### src/hdl/dcs_pkg.sv
// Shared types and constants for the deferred commit scheduler.
// Used by every module of the block; depends on nothing.
`timescale 1ns / 1ps

package dcs_pkg;

  // Reset values of the delay registers, in frame ticks
  localparam logic [15:0] CHECKPOINT_RESET = 16'(30 * 60);
  localparam logic [15:0] RETRY_RESET      = 16'(30 * 10);
  localparam logic [15:0] TIMEOUT_RESET    = 16'(30 * 15);
  localparam logic [31:0] TIMEOUT_ERROR    = 32'hffff_ffff;
  localparam logic [15:0] WAIT_MAX         = 16'hffff;

  // Command queue between front and back
  localparam int QUEUE_DEPTH = 2;
  localparam int QUEUE_PTR_W = $clog2(QUEUE_DEPTH);
  localparam int QUEUE_CNT_W = $clog2(QUEUE_DEPTH + 1);

  // Configuration register indexes
  typedef enum logic [2:0] {
    REG_STORAGE_PRESENT  = 3'd0,
    REG_STORAGE_WRITABLE = 3'd1,
    REG_START_SEQUENCE   = 3'd2,
    REG_CHECKPOINT_DELAY = 3'd3,
    REG_RETRY_DELAY      = 3'd4,
    REG_ACK_TIMEOUT      = 3'd5
  } reg_index_t;

  // Input op codes
  typedef enum logic [1:0] {
    OP_TICK       = 2'd0,
    OP_CHECKPOINT = 2'd1,
    OP_RESET      = 2'd2,
    OP_UNUSED     = 2'd3
  } op_t;

  // Classified kind of a transaction
  typedef enum logic [1:0] {
    KIND_TICK,
    KIND_CHECKPOINT,
    KIND_RESET,
    KIND_NONE
  } kind_t;

  // Command carried from the front to the back
  typedef struct packed {
    kind_t       kind;
    logic        change;
    logic        urgent;
    logic [31:0] ack_sequence;
    logic [31:0] ack_status;
  } cmd_t;

  // Configuration register file; start_sequence only reloads the issued number
  typedef struct packed {
    logic        storage_present;
    logic        storage_writable;
    logic [15:0] checkpoint_delay;
    logic [15:0] retry_delay;
    logic [15:0] ack_timeout;
  } cfg_t;

  // Scheduler state
  typedef struct packed {
    logic [31:0] issued_sequence;
    logic [15:0] wait_count;
    logic [15:0] defer_count;
    logic [31:0] error_word;
    logic        pending;
    logic        dirty;
    logic        urgent;
    logic        reset_commit;
    logic [1:0]  reset_writes_left;
  } sched_t;

endpackage

### src/hdl/dcs_front.sv
// Front stage: accepts input transactions and classifies the op code.
// Depends on dcs_pkg; feeds dcs_queue.
`timescale 1ns / 1ps

module dcs_front (
  input  logic          clk,
  input  logic          rst,
  input  logic          in_valid,
  output logic          in_stall,
  input  logic [1:0]    op,
  input  logic          change_seen,
  input  logic          urgent_change,
  input  logic [31:0]   ack_sequence,
  input  logic [31:0]   ack_status,
  output logic          push,
  output dcs_pkg::cmd_t push_cmd,
  input  logic          queue_full
);

  logic          front_valid;
  dcs_pkg::cmd_t front_cmd;
  dcs_pkg::cmd_t decoded;
  logic          take;

  // Classify the incoming op
  always_comb begin
    decoded.change       = change_seen;
    decoded.urgent       = urgent_change;
    decoded.ack_sequence = ack_sequence;
    decoded.ack_status   = ack_status;
    case (dcs_pkg::op_t'(op))
      dcs_pkg::OP_TICK:       decoded.kind = dcs_pkg::KIND_TICK;
      dcs_pkg::OP_CHECKPOINT: decoded.kind = dcs_pkg::KIND_CHECKPOINT;
      dcs_pkg::OP_RESET:      decoded.kind = dcs_pkg::KIND_RESET;
      default:                decoded.kind = dcs_pkg::KIND_NONE;
    endcase
  end

  // Hold the stage while the queue is full
  assign in_stall = front_valid && queue_full;
  assign take     = in_valid && !in_stall;
  assign push     = front_valid && !queue_full;
  assign push_cmd = front_cmd;

  always_ff @(posedge clk) begin
    if (rst) begin
      front_valid <= 1'b0;
    end else if (take) begin
      front_valid <= 1'b1;
    end else if (push) begin
      front_valid <= 1'b0;
    end
  end

  always_ff @(posedge clk) begin
    if (take) begin
      front_cmd <= decoded;
    end
  end

endmodule

### src/hdl/dcs_queue.sv
// Short command queue decoupling the front stage from the back stage.
// Depends on dcs_pkg.
`timescale 1ns / 1ps

module dcs_queue (
  input  logic          clk,
  input  logic          rst,
  input  logic          push,
  input  dcs_pkg::cmd_t push_cmd,
  output logic          full,
  input  logic          pop,
  output logic          head_valid,
  output dcs_pkg::cmd_t head_cmd
);

  dcs_pkg::cmd_t                      entries [dcs_pkg::QUEUE_DEPTH];
  logic [dcs_pkg::QUEUE_PTR_W-1:0]    wr_ptr;
  logic [dcs_pkg::QUEUE_PTR_W-1:0]    rd_ptr;
  logic [dcs_pkg::QUEUE_CNT_W-1:0]    count;
  logic                               do_push;
  logic                               do_pop;

  assign full       = (count == dcs_pkg::QUEUE_CNT_W'(dcs_pkg::QUEUE_DEPTH));
  assign head_valid = (count != '0);
  assign head_cmd   = entries[rd_ptr];
  assign do_push    = push && !full;
  assign do_pop     = pop && head_valid;

  // Advance pointers and occupancy
  always_ff @(posedge clk) begin
    if (rst) begin
      wr_ptr <= '0;
      rd_ptr <= '0;
      count  <= '0;
    end else begin
      if (do_push) begin
        wr_ptr <= (wr_ptr == dcs_pkg::QUEUE_PTR_W'(dcs_pkg::QUEUE_DEPTH - 1)) ?
                  '0 : wr_ptr + 1'b1;
      end
      if (do_pop) begin
        rd_ptr <= (rd_ptr == dcs_pkg::QUEUE_PTR_W'(dcs_pkg::QUEUE_DEPTH - 1)) ?
                  '0 : rd_ptr + 1'b1;
      end
      if (do_push && !do_pop) begin
        count <= count + 1'b1;
      end else if (do_pop && !do_push) begin
        count <= count - 1'b1;
      end
    end
  end

  // Store the pushed command
  always_ff @(posedge clk) begin
    if (do_push) begin
      entries[wr_ptr] <= push_cmd;
    end
  end

endmodule

### src/hdl/dcs_back.sv
// Back stage: configuration registers, scheduler state update and the
// registered result. Depends on dcs_pkg; fed by dcs_queue.
`timescale 1ns / 1ps

module dcs_back (
  input  logic          clk,
  input  logic          rst,
  input  logic          cfg_write,
  input  logic [2:0]    cfg_index,
  input  logic [31:0]   cfg_data,
  input  logic          head_valid,
  input  dcs_pkg::cmd_t head_cmd,
  output logic          pop,
  output logic          out_valid,
  input  logic          out_stall,
  output logic          save_started,
  output logic [31:0]   save_sequence,
  output logic          change_absorbed,
  output logic          request_pending,
  output logic          unsaved,
  output logic [31:0]   last_error
);

  dcs_pkg::cfg_t   cfg;
  dcs_pkg::sched_t sched;
  dcs_pkg::sched_t sched_next;
  logic            started_next;
  logic            absorbed_next;

  // Take a command whenever the result register is free or draining
  assign pop = head_valid && (!out_valid || !out_stall);

  // Apply one command to the scheduler state
  always_comb begin
    logic [15:0] wait_inc;
    logic [1:0]  left_dec;
    sched_next    = sched;
    started_next  = 1'b0;
    absorbed_next = 1'b0;
    wait_inc      = '0;
    left_dec      = '0;

    // Match the acknowledge on a tick
    if (head_cmd.kind == dcs_pkg::KIND_TICK && sched.pending) begin
      if (head_cmd.ack_sequence == sched.issued_sequence) begin
        sched_next.pending    = 1'b0;
        sched_next.error_word = head_cmd.ack_status;
        sched_next.wait_count = '0;
        if (head_cmd.ack_status != '0) begin
          sched_next.dirty       = 1'b1;
          sched_next.defer_count = cfg.retry_delay;
        end else if (sched.reset_commit && sched.reset_writes_left != '0) begin
          left_dec = sched.reset_writes_left - 1'b1;
          sched_next.reset_writes_left = left_dec;
          if (left_dec != '0) begin
            sched_next.dirty       = 1'b1;
            sched_next.urgent      = 1'b1;
            sched_next.defer_count = '0;
          end
        end
        sched_next.reset_commit = 1'b0;
      end else begin
        wait_inc = (sched.wait_count != dcs_pkg::WAIT_MAX) ?
                   sched.wait_count + 1'b1 : sched.wait_count;
        sched_next.wait_count = wait_inc;
        if (wait_inc > cfg.ack_timeout) begin
          sched_next.error_word = dcs_pkg::TIMEOUT_ERROR;
        end
      end
    end

    // Absorb the change flags
    if (head_cmd.kind != dcs_pkg::KIND_NONE && head_cmd.change) begin
      absorbed_next = 1'b1;
      if (!sched_next.dirty) begin
        sched_next.defer_count = cfg.checkpoint_delay;
      end
      sched_next.dirty = 1'b1;
      if (head_cmd.urgent) begin
        sched_next.urgent      = 1'b1;
        sched_next.defer_count = '0;
      end
    end

    case (head_cmd.kind)
      dcs_pkg::KIND_TICK: begin
        // Count the deferral down or issue a request
        if (cfg.storage_present && cfg.storage_writable &&
            !sched_next.pending && sched_next.dirty) begin
          if (!sched_next.urgent && sched_next.defer_count != '0) begin
            sched_next.defer_count = sched_next.defer_count - 1'b1;
          end else begin
            sched_next.issued_sequence = sched_next.issued_sequence + 1'b1;
            sched_next.pending         = 1'b1;
            sched_next.reset_commit    = (sched_next.reset_writes_left != '0);
            sched_next.dirty           = 1'b0;
            sched_next.urgent          = 1'b0;
            sched_next.wait_count      = '0;
            sched_next.error_word      = '0;
            started_next               = 1'b1;
          end
        end
      end
      dcs_pkg::KIND_CHECKPOINT: begin
        if (sched_next.dirty) begin
          sched_next.urgent      = 1'b1;
          sched_next.defer_count = '0;
        end
      end
      dcs_pkg::KIND_RESET: begin
        sched_next.urgent            = 1'b1;
        sched_next.defer_count       = '0;
        sched_next.reset_writes_left = 2'd2;
        sched_next.reset_commit      = 1'b0;
      end
      default: begin
      end
    endcase
  end

  // Configuration writes and state update
  always_ff @(posedge clk) begin
    if (rst) begin
      cfg.storage_present  <= 1'b0;
      cfg.storage_writable <= 1'b0;
      cfg.checkpoint_delay <= dcs_pkg::CHECKPOINT_RESET;
      cfg.retry_delay      <= dcs_pkg::RETRY_RESET;
      cfg.ack_timeout      <= dcs_pkg::TIMEOUT_RESET;
      sched                <= '0;
    end else if (cfg_write) begin
      case (dcs_pkg::reg_index_t'(cfg_index))
        dcs_pkg::REG_STORAGE_PRESENT:  cfg.storage_present  <= cfg_data[0];
        dcs_pkg::REG_STORAGE_WRITABLE: cfg.storage_writable <= cfg_data[0];
        dcs_pkg::REG_START_SEQUENCE: begin
          sched.issued_sequence <= cfg_data;
        end
        dcs_pkg::REG_CHECKPOINT_DELAY: cfg.checkpoint_delay <= cfg_data[15:0];
        dcs_pkg::REG_RETRY_DELAY:      cfg.retry_delay      <= cfg_data[15:0];
        dcs_pkg::REG_ACK_TIMEOUT:      cfg.ack_timeout      <= cfg_data[15:0];
        default: begin
        end
      endcase
    end else if (pop) begin
      sched <= sched_next;
    end
  end

  // Result valid flag
  always_ff @(posedge clk) begin
    if (rst) begin
      out_valid <= 1'b0;
    end else if (pop) begin
      out_valid <= 1'b1;
    end else if (!out_stall) begin
      out_valid <= 1'b0;
    end
  end

  // Result payload
  always_ff @(posedge clk) begin
    if (pop) begin
      save_started    <= started_next;
      save_sequence   <= sched_next.issued_sequence;
      change_absorbed <= absorbed_next;
      request_pending <= sched_next.pending;
      unsaved         <= sched_next.dirty || sched_next.pending;
      last_error      <= sched_next.error_word;
    end
  end

endmodule

### src/hdl/deferred_commit_scheduler.sv
// Top level of the deferred commit scheduler.
// Depends on dcs_pkg, dcs_front, dcs_queue and dcs_back.
//
// Usage:
//   Input channel (in_valid / in_stall) carries one event per transaction:
//   op (tick, checkpoint, reset of progress), change flags and the latest
//   acknowledge number and status from the storage partner. The output
//   channel (out_valid / out_stall) returns exactly one result per event,
//   in order: whether a commit request was issued, its sequence number,
//   whether the change flags were absorbed, pending / unsaved flags and
//   the last partner status (all ones on acknowledge timeout).
//   An event is registered in the classify stage, then in the two-entry
//   command queue, then in the result register, which holds it until
//   taken. Throughput is one event per cycle while the output channel
//   does not stall; the state update in the back stage is combinational.
//   When the receiver stalls, the result register holds, the queue fills
//   and the front stage then raises in_stall; nothing is dropped.
//   Reset clears the front stage, the queue, the scheduler state and
//   out_valid, and loads the default configuration. Configuration is
//   written through cfg_write / cfg_index / cfg_data while no event is in
//   flight; writing start_sequence also reloads the issued sequence number.
`timescale 1ns / 1ps

module deferred_commit_scheduler (
  input  logic        clk,
  input  logic        rst,
  input  logic        cfg_write,
  input  logic [2:0]  cfg_index,
  input  logic [31:0] cfg_data,
  input  logic        in_valid,
  output logic        in_stall,
  input  logic [1:0]  op,
  input  logic        change_seen,
  input  logic        urgent_change,
  input  logic [31:0] ack_sequence,
  input  logic [31:0] ack_status,
  output logic        out_valid,
  input  logic        out_stall,
  output logic        save_started,
  output logic [31:0] save_sequence,
  output logic        change_absorbed,
  output logic        request_pending,
  output logic        unsaved,
  output logic [31:0] last_error
);

  logic          push;
  dcs_pkg::cmd_t push_cmd;
  logic          queue_full;
  logic          pop;
  logic          head_valid;
  dcs_pkg::cmd_t head_cmd;

  dcs_front u_front (
    .clk           (clk),
    .rst           (rst),
    .in_valid      (in_valid),
    .in_stall      (in_stall),
    .op            (op),
    .change_seen   (change_seen),
    .urgent_change (urgent_change),
    .ack_sequence  (ack_sequence),
    .ack_status    (ack_status),
    .push          (push),
    .push_cmd      (push_cmd),
    .queue_full    (queue_full)
  );

  dcs_queue u_queue (
    .clk        (clk),
    .rst        (rst),
    .push       (push),
    .push_cmd   (push_cmd),
    .full       (queue_full),
    .pop        (pop),
    .head_valid (head_valid),
    .head_cmd   (head_cmd)
  );

  dcs_back u_back (
    .clk             (clk),
    .rst             (rst),
    .cfg_write       (cfg_write),
    .cfg_index       (cfg_index),
    .cfg_data        (cfg_data),
    .head_valid      (head_valid),
    .head_cmd        (head_cmd),
    .pop             (pop),
    .out_valid       (out_valid),
    .out_stall       (out_stall),
    .save_started    (save_started),
    .save_sequence   (save_sequence),
    .change_absorbed (change_absorbed),
    .request_pending (request_pending),
    .unsaved         (unsaved),
    .last_error      (last_error)
  );

endmodule

### config.mk
export PLATFORM = sky130hd
export DESIGN_NAME = deferred_commit_scheduler
export DESIGN_NICKNAME = d
export VERILOG_FILES = /design/src/hdl/dcs_pkg.sv /design/src/hdl/dcs_front.sv /design/src/hdl/dcs_queue.sv /design/src/hdl/dcs_back.sv /design/src/hdl/deferred_commit_scheduler.sv
export SDC_FILE = /design/constraint.sdc
export NUM_CORES = 1
export LEC_CHECK = 0
export BUFFER_PORTS_ARGS = -buffer_cell sky130_fd_sc_hd__buf_2
export CORE_ASPECT_RATIO = 0.7
export CORE_MARGIN = 3
export CORE_UTILIZATION = 50
export CTS_CLUSTER_DIAMETER = 60
export DETAILED_ROUTE_END_ITERATION = 7
export GPL_TIMING_DRIVEN = 0
export PLACE_DENSITY = 0.69
export SKIP_LAST_GASP = 1
export SYNTH_ARGS = -nofsm -noshare
export SYNTH_HDL_FRONTEND = slang
export SYNTH_HIERARCHICAL = 1
export SYNTH_SLANG_ARGS = --single-unit
export TNS_END_PERCENT = 50
### constraint.sdc
create_clock -name clk -period 10.4 [get_ports clk]
set_clock_uncertainty 0.2 [all_clocks]
set_input_delay 1.04 -clock clk [delete_from_list [all_inputs] [get_ports clk]]
set_output_delay 1.04 -clock clk [all_outputs]
set_load 0.02 [all_outputs]
# After elaboration in Yosys (flattened, before gate mapping)
# Memory sizes are Yosys's and may differ from the RTL's. A register that Yosys moved wholly into a read port is not among the register bits.
# Index checks and enable logic that the tools add are counted.
# op_classes
addsub	8
n_lt_le_gt_ge	1
n_eq_ne	15
n_mux	51
bitwise_logic	1
n_reduce_logical	45
# op_table
cell	count
16-bit 2-to-1 mux	11
32-bit 2-to-1 mux	4
102-bit 2-to-1 mux	1
100-bit 2-to-1 mux	1
48-bit 2-to-1 mux	2
70-bit 2-to-1 mux	1
16-bit case mux with 3 select lines	1
36-bit 2-to-1 mux	1
34-bit 2-to-1 mux	1
32-bit by 1-bit adder with 32-bit output, second input constant	1
32-bit equality test	1
32-bit nonzero test	1
16-bit by 1-bit adder with 16-bit output, second input constant	1
16-bit > comparator	1
1-bit 2-to-1 mux	16
2-bit 2-to-1 mux	8
16-bit != test, second input constant	1
2-bit AND reduction	8
16-bit nonzero test	1
16-bit by 1-bit subtractor with 16-bit output, second input constant	1
1-bit logical AND	15
2-bit nonzero test	7
1-bit zero test	8
2-bit equality test, second input constant	3
other kinds (17)	25
# totals
regBits	294
mem_bits_rw	136
out_inout_bits	70
wordCells	152
n_memories	1
# memory_table
name	words	word_bits	read_ports	rd_clocked_by_memory_dff	write_ports	line	source
u_queue.entries	2	68	1	1	1	dcs_queue.sv:16	dcs_pkg::cmd_t entries [dcs_pkg::QUEUE_DEPTH];

# Logic depth before layout (Yosys ltp)
# Gate-level depths: netlist of the first run.
# depth
word_depth	17
mapped_depth	24
depth_no_buf	20

# Hierarchy
# The synthesis of the first run kept the hierarchy.
# by_module_without_submodules
module	instances	cells_per_inst	area_each_um2
dcs_back	1	1389	11845.1
dcs_queue	1	237	5203.7
dcs_front	1	76	2104.5

# Worst setup path after synthesis of the first run
# No wires, ideal clock.
# synth_path
path_kind	input -> register
from	input port out_stall
to	register u_queue/count[1] in the netlist's numbering
setup_time_ns	0.070
arrival_ns	8.243
required_time_ns	10.130
slack_ns	1.887
stages	6
n_path_buf	0
path_cell_list	a21boi_0 o21ai_0 ha_1 xor2_1 or3_1 a21oi_1
# synth_between
elab_chain_len	7
# synth_rtl
element	line	source
from (decl)	deferred_commit_scheduler.sv:38	input logic out_stall,
1-bit zero test *	dcs_back.sv:31	assign pop = head_valid && (!out_valid || !out_stall);
1-bit logical OR *	dcs_back.sv:31	
1-bit logical AND *	dcs_back.sv:31	
1-bit logical AND *	dcs_queue.sv:27	assign do_pop = pop && head_valid;
1-bit zero test	dcs_queue.sv:44	if (do_push && !do_pop) begin
1-bit logical AND	dcs_queue.sv:44	
2-bit 2-to-1 mux / 2-bit nonzero test (equally long branches)	--	
to (signal assigned)	dcs_queue.sv:45	count <= count + 1'b1;
to (signal assigned)	dcs_queue.sv:47	count <= count - 1'b1;
to (decl)	dcs_queue.sv:19	logic [dcs_pkg::QUEUE_CNT_W-1:0] count;
# Every way passes the cells marked *; elsewhere a longest branch is shown, timed or not.
# A chain may end at the register's enable or synchronous reset.

==> impl_metrics.json, run 1 <==
{
  "end_kind": "flip-flop",
  "groute.usage.overall_pct": 28.46,
  "cp.required_ns": 10.58,
  "peakVddDrop_v": 0.0001976,
  "reg2reg_to": "u_back/last_error[6]",
  "die_w_um": 239.9,
  "finalSetupViolCount": 0,
  "cts_tree": "done",
  "setup_slack_ns": 3.399,
  "cts_resized": 0,
  "syn_area_um2": 19150,
  "grt.overflow.total": 0,
  "power_frac_clock_pct": 31.3,
  "hpwl_um": 43630,
  "hold_violations": 0,
  "core_um2": 37500,
  "layout-drive-gt1-share_pct": 20.42,
  "viasPerCell": 6.104,
  "setup.worst_path.class": "reg2reg",
  "dp_worst_setup_slack_ns": 3.737,
  "clkSlewWorstSetupHoldPaths_ns": 0.06,
  "ant_nets": 0,
  "holdBufCountCts": 0,
  "synth-edff-count": 272,
  "cts_made_buffers": 43,
  "hp-class": "reg2reg",
  "p_leak_nw": 8.159,
  "slew-limit-headroom_pct": 12.47,
  "cpPeakStageDelay_ns": 0.69,
  "final_core_util_pct": 59.48,
  "cts-root-buf": "clkbuf_16",
  "synth_top_cell_by_area": "edfxtp_1",
  "path_max_fanout": 10,
  "async_reset_ff_share_pct": 0,
  "place_inst": 2372,
  "grt_pass1_wl_um": 86260,
  "numClockSinks": 431,
  "drv_cap": 0,
  "num_vias": 14970,
  "grt_pass1_vias": 13860,
  "tightest_slew_ns": 1.303,
  "postSynthCellCount": 1702,
  "clk_latency_ns": 0.56,
  "die_h_um": 169.8,
  "hold_start": "u_front/push_cmd[33]",
  "status": "finished, final reports clean",
  "comb_power_share_pct": 26.5,
  "totalWireLength_um": 58940,
  "cp_num_buf_inv": 8,
  "seqPwrFrac_pct": 42.1,
  "fin_nets": 2060,
  "cts_setup_buffers": 0,
  "io_buffers": 175,
  "hold_depth": 0,
  "startpoint_type": "flip-flop",
  "regArea_um2": 11350,
  "area_growth_pct": 16.45,
  "multiInputGateArea_um2": 7177,
  "cp.arrival_ns": 7.18,
  "n_antenna_cell": 0,
  "ioPinCount": 178,
  "yosysWarnings": 6,
  "synthTopCellsByArea": "edfxtp_1, dfxtp_1, nor2_1",
  "path_depth": 21,
  "path_delay_family": "buffers and inverters",
  "synth_top_area_share_pct": 42.64,
  "antenna_found_initial": 1,
  "drt_iter0_drc": 1924,
  "grt_max_degree": 51,
  "cts_buffer_depth": 3,
  "synthesis.nets": 1833,
  "internal_power_mw": 3.505,
  "first_pass_iters": 5,
  "instances_no_fill": 2452,
  "wire_per_inst_um": 24.04,
  "gp_congestion": 0.9891,
  "synth_cell_types": 86,
  "rows": 59,
  "fin_crit_ns": 7.001,
  "yosysSeqAreaShare_pct": 59.26,
  "synth-seq-cells": 431,
  "cp_slowest_cell": "nor3_2",
  "dieArea_um2": 40730,
  "fillCellCount": 3145,
  "reg2regPathDepth": 21,
  "worst-r2r-setup-slack_ns": 3.40,
  "min_period_over_period_pct": 67.31,
  "finalPower_mw": 5.190,
  "power_switching_mw": 1.684,
  "synth_flop_cell": "edfxtp_1",
  "htree_levels": 2,
  "path_cells": "clkbuf_2 > buf_6 > buf_6 > mux2_4 > xor2_1 > nor4_1 > nand4_1 > buf_4 > nor3_2 > a2bb2oi_1 > nor2_1 > inv_1 > ha_1 > o2111ai_1 > nor4_2 > a21oi_2 > buf_2 > buf_4 > buf_2 > o21ai_0 > nor2_1",
  "drc": 0,
  "switching_share_pct": 32.45,
  "avgSynthCellArea_um2": 11.25,
  "start_util_pct": 51.07,
  "max_freq_ghz": 0.1428,
  "rsz0062_at_grt": "no",
  "drv_slew": 0,
  "powerDensity_nw_per_um2": 232.7,
  "min_to": "u_queue/entries[1][33]"
}
==> metrics by stage <==
stage	setup TNS (ns)	instance area (um^2)	hold slack (ns)
final	0	22300	0.2436
after CTS	0	22300	0.2438
after floorplan	0	19150	0.2215
after global routing	0	22300	0.2587
after detailed placement	0	20820	0.2304
after global placement	-255.74	20640	0.2261
==> cells in the mapped netlist (5+ instances only) <==
master / number
a21o_1: 5
a22oi_1: 14
xor2_1: 57
nor3_1: 33
and3_1: 18
nand2b_1: 6
o31ai_1: 6
nand2_1: 166
o21ai_0: 70
or4_1: 15
nor2b_1: 10
o21a_1: 13
a22o_1: 13
o211ai_1: 29
buf_2: 27
nand3_1: 44
a211oi_1: 37
and2_1: 8
clkbuf_1: 71
or2_2: 7
nor4_1: 15
o311ai_0: 6
nand4_1: 16
or3_1: 12
mux2_4: 20
ha_1: 23
inv_1: 33
dfxtp_1: 159
mux2_2: 50
a21oi_1: 76
xnor2_1: 25
edfxtp_1: 272
buf_6: 6
a31oi_1: 26
nor2_1: 205
nor4_2: 11
==> cell type report <==
cell class,count,area share (%)
well taps,488,2.738
repair buffers,182,4.656
inverters,34,0.5834
clock buffers,56,5.318
flip-flops and latches,431,50.89
plain buffers,112,2.317
clock inverters,24,1.318
multi-input cells,1125,32.18
==> flip-flops by register name, indices dropped and copies added (netlist names), named ones only <==
signal and count:
u_back/unsaved 1, u_back/cfg 50, u_back/save_sequence 32, u_back/change_absorbed 1, u_queue/wr_ptr 1, u_front/front_valid 1
u_back/save_started 1, u_queue/rd_ptr 1, u_back/out_valid 1, u_back/request_pending 1, u_front/push_cmd 68, u_back/sched 102
u_back/last_error 32, u_queue/entries 136, u_queue/count 2
==> cells in the final DEF (no fill, tap or decap), types with 32 or more instances in the layout <==
master and count:
o21ai_0 70, dfxtp_1 159, nand2_1 166, edfxtp_1 272, a211oi_1 37, nand3_1 44
nor3_1 33, xor2_1 57, buf_2 202, clkbuf_1 79, a21oi_1 76, inv_1 32
nor2_1 205, mux2_2 50, clkbuf_16 44
==> per-layer routing <==
layer  vias to the layer above  GRT usage (%)  wire length, um
met5                         -              0                0
met4                         0          8.042             1654
met3                       105          6.254             5904
met2                       812          40.80            24760
met1                      7325          43.48            26620
li1                       6724              -                -
==> worst max path at each step <==
stage                    from              endpoint  slack (ns)
CTS                 flip-flop  u_back/last_error[6]        3.72
finish              flip-flop  u_back/last_error[6]        3.40
detailed placement  flip-flop  u_back/last_error[6]        3.74
floorplan           out_stall      u_queue/count[1]        1.89
global route        flip-flop      u_back/sched[12]        3.19
global placement    out_stall      u_queue/count[1]       -2.86
==> power groups by stage <==
stage                     combinational [mW]  sequential, mW  clock (mW)
after global routing                    1.46            2.21        1.72
final                                   1.38            2.19        1.63
after CTS                               1.36            2.19        1.65
after detailed placement                1.35            2.22           0
after global placement                  1.27            2.29           0
after floorplan                        0.687            2.37           0
==> cells by family (layout without fill, tap and decap cells) <==
group / after synthesis / after routing / synth area share (%)
AOI/OAI and AO/OA: 356 / 356 / 12.56
xor gates and xnor gates: 82 / 82 / 3.750
adders and majority gates: 23 / 23 / 1.503
buffers and inverters: 146 / 408 / 3.364
DFF: 431 / 431 / 59.26
muxes: 72 / 72 / 4.612
and+or+nand+nor: 592 / 592 / 14.95
(Power assumes the default switching activity.)
==> run 2, diff against run 1 <==
ABC_AREA = 1   (was unset)
PLACE_DENSITY = 0.71   (was 0.69)
clock period = 6.25 ns   (was 10.4 ns; I/O delays follow)
==> run 2 against run 1 <==
Net effect:
- setup slack got worse by 2.9 ns
- register-to-register slack lost 2.9 ns
- die area grew 7.1%
- non-clock buffer count down 11
- count of clock-buffer cells in the layout up 1
- critical path depth up 7
==> impl_metrics.json, run 2 <==
{
  "grt_pass1_vias": 15970,
  "io_buffers": 175,
  "powerDensity_nw_per_um2": 399.2,
  "final_core_util_pct": 59.25,
  "end_kind": "flip-flop",
  "final_area_um2": 23790,
  "first_pass_iters": 6,
  "die_w_um": 248.4,
  "hold_depth": 1,
  "layout_common_cells": "nand2_1, edfxtp_1, inv_1, buf_2, nor2_1",
  "tightest_slew_ns": 1.095,
  "finalSetupViolCount": 0,
  "synth_flop_cell": "edfxtp_1",
  "synth-seq-cells": 431,
  "status": "finished, final reports clean",
  "viasPerCell": 5.556,
  "drt_iter0_drc": 1677,
  "min_to": "u_front/push_cmd[14]",
  "htree_levels": 2,
  "gp_congestion": 0.9785,
  "reg2reg_to": "u_back/sched[71]",
  "rsz0062_at_grt": "no",
  "yosysWarnings": 6,
  "drc": 0,
  "groute.usage.overall_pct": 27.34,
  "finalPower_mw": 9.496,
  "cp_slowest_cell": "o21ai_0",
  "synth_top_area_share_pct": 39.72,
  "ant_nets": 0,
  "min_period_over_period_pct": 91.25,
  "grt_pass1_wl_um": 90740,
  "synthesis.nets": 2301,
  "drv_slew": 0,
  "synthTopCellsByArea": "edfxtp_1, dfxtp_1, nand2_1",
  "synthTopCellsByCount": "nand2_1, edfxtp_1, inv_1",
  "setup_slack_ns": 0.5466,
  "ioPinCount": 178,
  "cp.arrival_ns": 5.97,
  "dpl_cell_area_um2": 22280,
  "reg2regPathDepth": 28,
  "rows": 61,
  "start_util_pct": 51.22,
  "largest_register": "u_queue/entries",
  "slew-limit-headroom_pct": 26.47,
  "wire_per_inst_um": 20.19,
  "yosysSeqAreaShare_pct": 55.20,
  "startpoint_type": "flip-flop",
  "regArea_um2": 11350,
  "worst-r2r-setup-slack_ns": 0.55,
  "fin_tns_setup_ns": 0,
  "clkSlewWorstSetupHoldPaths_ns": 0.07,
  "layout-drive-gt1-share_pct": 19.78,
  "grt_max_degree": 47,
  "core_um2": 40150,
  "multiInputGateArea_um2": 7823,
  "cts_buffer_depth": 3,
  "fin_crit_ns": 5.703,
  "hpwl_um": 44570,
  "num_vias": 16500,
  "syn_area_um2": 20560,
  "async_reset_ff_share_pct": 0,
  "cp.required_ns": 6.52,
  "synth_cell_types": 56,
  "dp_worst_setup_slack_ns": 0.7260,
  "dieArea_um2": 43640,
  "hold_violations": 0,
  "clk_latency_ns": 0.56,
  "setup.worst_path.class": "reg2reg",
  "final_common_cell": "nand2_1",
  "largest_reg_flops": 136,
  "holdBufCountCts": 0,
  "postSynthCellCount": 2170,
  "synth_most_common_cell": "nand2_1",
  "cts_tree": "done",
  "cts_resized": 0,
  "hp-class": "in2reg",
  "cts_made_buffers": 43,
  "p_leak_nw": 9.504,
  "area_growth_pct": 15.67,
  "synth_top_cell_by_area": "edfxtp_1",
  "cts-root-buf": "clkbuf_16",
  "die_h_um": 175.7,
  "grt.overflow.total": 0,
  "cts_setup_buffers": 0,
  "fin_nets": 2528,
  "fillCellCount": 3453,
  "peakVddDrop_v": 0.0002474,
  "hold_start": "ack_status[14]",
  "antenna_found_initial": 3,
  "path_max_fanout": 10,
  "drv_cap": 0,
  "max_freq_ghz": 0.1753,
  "cpPeakStageDelay_ns": 0.45,
  "totalWireLength_um": 59960,
  "avgSynthCellArea_um2": 9.477,
  "synth-edff-count": 272,
  "numClockSinks": 431
}
[run 2: cell types whose count changed after synthesis, sizes merged, moves of 22 or more]
cell,previous run,this run
nand2,166,518
nand3,45,95
inv,34,228
nor2,205,227
o21ai,73,98
a21oi,77,128
[run 2: cell families (layout without fill, tap and decap cells)]
kind of cell,count (synthesis),in the layout,share of synthesized area (%)
AND/OR/NAND/NOR,911,911,19.32
flip-flops,431,431,55.20
AO/OA/AOI/OAI,342,342,10.29
buffers and inverters,334,596,6.875
multiplexers,69,69,4.137
XOR/XNOR,60,60,2.774
adder cells (fa/ha/maj),23,23,1.399
other,0,2,0
[run 2: area by class of cell]
| class | instances | share of cell area [%] |
|---|---|---|
| Sequential cell | 431 | 47.72 |
| Tap cell | 535 | 2.814 |
| Clock buffer | 57 | 5.092 |
| Timing Repair Buffer | 182 | 4.303 |
| Clock inverter | 23 | 1.210 |
| Inverter | 233 | 3.708 |
| Antenna cell | 2 | 0.02104 |
| Buffer | 101 | 2.246 |
| Multi-Input combinational cell | 1405 | 32.89 |
[run 2: power by group]
part / total [mW] / leakage, nW / switching [mW] / internal (mW)
Combinational: 3.02 / 4.91 / 2.08 / 0.936
Sequential: 3.76 / 3.86 / 0.166 / 3.59
Clock: 2.72 / 0.733 / 1.10 / 1.62
Total: 9.50 / 9.50 / 3.35 / 6.15
[run 2: worst max-delay path: cells and delay by family, from the launching register on]
kind,cells,cell delay (ns)
AOI/OAI and AO/OA,2,0.62
adders and majority gates,1,0.26
buffers and inverters,7,1.30
DFF,1,0.43
muxes,1,0.34
and+or+nand+nor,17,2.44
[run 2: how the worst max path moves through the flow]
stage                           startpoint                     end  depth (start not counted)  slack, ns
after CTS                        flip-flop        u_back/sched[71]                         26       0.68
after global routing             flip-flop        u_back/sched[71]                         26       0.29
after global placement    u_queue/count[1]  u_queue/entries[1][27]                          5      -0.55
after floorplan           u_queue/count[1]   u_queue/entries[0][0]                          5       2.03
final                            flip-flop        u_back/sched[71]                         28       0.55
after detailed placement         flip-flop        u_back/sched[71]                         28       0.73
[run 2: metrics by stage]
step | instances | hold WS, ns
final | 2969 | 0.03501
after global routing | 2969 | 0.01916
after CTS | 2967 | 0.01897
after detailed placement | 2887 | 0.2290
after global placement | 2880 | 0.2220
after floorplan | 2170 | 0.2215
[run 2: metal layers]
metal  track usage, %  vias up  share of wire, %
li1                 -     7749                 -
met1            39.37     7864                44
met2            41.55      752                44
met3            5.509      128               8.9
met4            8.841        2               3.1
met5                0        -             0.012
